### src/sv/salc_pkg.sv
// shared constants and control types for the set-associative lru cache tag simulator
// used by the channel interfaces, the controller, the datapath and the top level
package salc_pkg;

   localparam int ADDR_W  = 32;
   localparam int SIZE_W  = 7;
   localparam int COUNT_W = 32;

   localparam int SETS_DEFAULT       = 64;
   localparam int WAYS_DEFAULT       = 4;
   localparam int LINE_BYTES_DEFAULT = 64;
   localparam int ADDR_BITS_DEFAULT  = 32;

   // controller to datapath
   typedef struct packed {
      logic accept;
      logic write_row;
      logic use_second;
      logic read_second;
      logic save_first;
      logic publish;
   } salc_cmd_type;

   // datapath to controller
   typedef struct packed {
      logic straddle;
      logic span_err;
   } salc_stat_type;

endpackage

### src/sv/salc_ctrl.sv
// sequencing of one reference: accept, first row lookup, optional second row lookup
// depends on salc_pkg for the command and status structs
module salc_ctrl (
   input  logic                    clock,
   input  logic                    reset,
   input  logic                    req_valid,
   output logic                    req_ready,
   output logic                    rsp_valid,
   input  logic                    rsp_ready,
   input  salc_pkg::salc_stat_type stat,
   output salc_pkg::salc_cmd_type  cmd
);
   import salc_pkg::*;

   typedef enum logic [1:0] {
      ST_IDLE,
      ST_LOOK1,
      ST_LOOK2
   } state_type;

   state_type state_ff;
   state_type state_in;
   logic      rsp_valid_ff;
   logic      rsp_valid_in;
   logic      out_free;

   assign out_free  = !rsp_valid_ff || rsp_ready;
   assign req_ready = (state_ff == ST_IDLE);
   assign rsp_valid = rsp_valid_ff;

   always_comb begin
      cmd      = '0;
      state_in = state_ff;
      case (state_ff)
         ST_IDLE: begin
            cmd.accept = req_valid;
            if (req_valid) begin
               state_in = ST_LOOK1;
            end
         end
         ST_LOOK1: begin
            if (stat.straddle) begin
               // first row written back while the second row is read
               cmd.write_row   = 1'b1;
               cmd.read_second = 1'b1;
               cmd.save_first  = 1'b1;
               state_in        = ST_LOOK2;
            end else if (out_free) begin
               cmd.write_row = !stat.span_err;
               cmd.publish   = 1'b1;
               state_in      = ST_IDLE;
            end
         end
         ST_LOOK2: begin
            cmd.use_second = 1'b1;
            if (out_free) begin
               cmd.write_row = 1'b1;
               cmd.publish   = 1'b1;
               state_in      = ST_IDLE;
            end
         end
         default: begin
            state_in = ST_IDLE;
         end
      endcase
   end

   always_comb begin
      if (cmd.publish) begin
         rsp_valid_in = 1'b1;
      end else begin
         rsp_valid_in = rsp_valid_ff && !rsp_ready;
      end
   end

   always_ff @(posedge clock) begin
      if (reset) begin
         state_ff     <= ST_IDLE;
         rsp_valid_ff <= 1'b0;
      end else begin
         state_ff     <= state_in;
         rsp_valid_ff <= rsp_valid_in;
      end
   end

endmodule

### config.mk
export PLATFORM = sky130hd
export DESIGN_NAME = salc_ctrl
export DESIGN_NICKNAME = d
export VERILOG_FILES = /design/src/sv/salc_pkg.sv /design/src/sv/salc_ctrl.sv
export SDC_FILE = /design/constraint.sdc
export NUM_CORES = 1
export LEC_CHECK = 0
export ABC_AREA = 1
export BUFFER_PORTS_ARGS = -buffer_cell sky130_fd_sc_hd__buf_4
export CAP_MARGIN = 20
export CORE_AREA = 2 2 39 41
export DETAILED_ROUTE_END_ITERATION = 12
export DIE_AREA = 0 0 41 43
export GPL_TIMING_DRIVEN = 0
export PLACE_DENSITY = 0.5
export SLEW_MARGIN = 20
export SYNTH_ARGS = -nofsm -noshare
export SYNTH_HDL_FRONTEND = slang
export SYNTH_SLANG_ARGS = --single-unit
### constraint.sdc
create_clock -name clock -period 1.4 [get_ports clock]
set_input_delay 0.21 -clock clock [delete_from_list [all_inputs] [get_ports clock]]
set_output_delay 0.21 -clock clock [all_outputs]
set_load 0.01 [all_outputs]
==> impl_metrics.yaml <==
critical_path:
  worstPathCellList: "inv_6 > ha_4 > nand2_1 > o21ai_1 > buf_4"
  rr_worst_depth: 5
  crit_fanout: 3
  startpoint_type: "register"
  path_class: "reg2out"
  max_stage_delay_ns: 0.38
  worstPathArrival_ns: 1.23
  slowest_stage: "dfxtp_4"
  end_kind: "output pin"
  required_ns: 1.19
grt:
  antenna_found_initial: 0
  grt_max_degree: 6
  first_global_vias: 286
  grt_pass1_wl_mm: 1.06
  track_usage_pct: 9.02
  grt_overflow: 0
timing:
  rsz0062_at_grt: "true"
  finalSetupViolCount: 2
  slew_headroom_pct: 90.2
  skew_ns: 0.000787
  worst_slack_ns: -0.0415
  period_minus_slack_ns: 1.44
  worst_slew_pin_slew_ns: 0.147
  fin_crit_sh_pct: 103
  setup_tns_ns: -0.0727
  timing_hold_violations_final: 0
  maxSlewViolCount: 0
  fmax_ghz: 0.694
finish:
  layout_commonest_cell: "buf_4"
  diodes: 0
  fin_nets: 72
  syn2layout_area_growth_pct: 88.2
  final_cell_mix: "17 x buf_4, 8 x nand2_1"
  fin_util_pct: 37.4
  final_layout_size_suffix_gt1_share_pct: 67.2
  num-fill-cells: 163
clock_network:
  cts_buffers: 3
  clk_pin_slew_worst_paths_ns: 0.04
  clockBufferDepth: 2
  cts_tree: "built"
  ctsHoldBuffers: 0
  cts-htree-levels: 1
  cts.sinks: 3
  cts-root-buf: "clkbuf_4"
  clk_latency_ns: 0.23
synth:
  synth_area_leaders: "dfxtp_1 22%, ha_1 18%, nand2_1 12%"
  synth_cell_types: 16
  netlist_area_sq_um: 275
  synth_cells: 40
  yosysSeqAreaShare_pct: 21.8
  synth_top_area_share_pct: 21.8
  synth_largest_area_cell: "dfxtp_1"
  ys_warn_count: 0
  ys_seq_elements: 3
  syn_nets: 50
  syn_area_per_cell_sq_um: 6.88
route:
  route.met3.wl_um: 28
  ant_nets: 0
  highest_layer: "met3"
  drt_drc_violations_left: 0
  num_vias: 302
  first_iter_violations: 1
  routed_wl_um: 675
  wl_met1_um: 284
  viasPerCell: 3.92
  avgRoutedWirePerCell_um: 8.77
  first_pass_iters: 2
  met2_length_um: 363
placed_design:
  place_congestion: 0.654
  port_buffers: 13
  hpwl_um: 466
floorplan:
  fp-row-count: 14
  coreArea_sq_um: 1380
  start_util_pct: 19.9
  die_h_um: 43
  die-width_um: 41
  die-area_sq_um: 1760
  ios: 14
power:
  p_leak_nw: 0.250
  ir_worst_vdd_mv: 0.340
  finalPower_uw: 394
  power.density_nw_per_um2: 761
hold_path:
  whs_path_depth: 2
  min_path_type: "in2reg"
flow_run:
  max_cap_viol_count: 0
status:
  failed_checks: "negative setup slack"
  status: "finished with violations"
==> metrics by stage <==
step,setup slack [ns],hold slack (ns),instance area [sq um],instances
after CTS,-0.0495,0.140,497,76
after global placement,0.0471,0.393,393,69
final,-0.0415,0.153,518,77
after detailed placement,0.0379,0.395,393,69
after floorplan,0.126,0.272,275,40
after global routing,-0.0995,0.140,518,77
==> repair_timing <==
item	CTS	global route
pin swaps	1	2
hold endpoints to repair	0	0
buffers inserted	3	1
resized for setup	16	6
endpoints found under the setup margin	4	3
==> flip-flops by register name (all words and copies together), names as in the netlist <==
name / cells
state_ff: 2
rsp_valid: 1
==> Yosys cell counts <==
library cell,n
inv_2,2
nand2_1,9
or2_2,1
buf_4,1
o21ai_0,1
a21oi_2,1
a21oi_1,2
nor2_1,3
nand3_1,2
nor2_2,2
inv_1,6
ha_1,4
nand2_2,1
dfxtp_1,3
o21ai_1,1
o21bai_4,1
==> kinds of logic after synthesis <==
| family | synth area share [%] |
|---|---|
| DFF | 21.8 |
| buffers and inverters | 13.6 |
| AOI/OAI and AO/OA | 17.3 |
| and+or+nand+nor | 29.1 |
| adders and majority gates | 18.2 |
==> layer usage <==
metal  vias up  track usage (%)
met5         -                0
li1        162                -
met1       135             9.27
met2         5             14.4
met3         0             1.57
met4         0             8.00
==> report_power, final <==
group	switching (mW)	internal (mW)	total, mW
Sequential	0.00945	0.0902	0.0996
Combinational	0.0697	0.0760	0.146
Clock	0.0420	0.107	0.149
Total	0.121	0.273	0.394
==> worst max-delay path: cells and delay by family, from the launching register on <==
kind / cells / cell delay (ns)
flops: 1 / 0.38
buf+inv: 2 / 0.18
fa+ha+maj: 1 / 0.26
simple gates: 1 / 0.05
compound gates: 1 / 0.13
==> worst paths after layout <==
check                      startpoint                        to  slack [ns]
max          state_ff[0]$_SDFFE_PP0P_                    cmd[4]       -0.04
min                             reset  state_ff[0]$_SDFFE_PP0P_        0.15
min reg2reg      rsp_valid$_SDFF_PP0_      rsp_valid$_SDFF_PP0_        0.54
max reg2reg  state_ff[1]$_SDFFE_PP0P_  state_ff[1]$_SDFFE_PP0P_        0.26
==> final cells by class <==
class / count / area [sq um] / area share (%)
buffer: 1 / 7.51 / 1.45
timing repair buffer: 17 / 131 / 25.4
inverter: 8 / 40.0 / 7.73
sequential: 3 / 67.6 / 13.0
tap: 16 / 20.0 / 3.86
multi-input combinational: 28 / 225 / 43.5
clock buffer: 4 / 26.3 / 5.07
No activity file was read; power rests on OpenSTA's default activity.
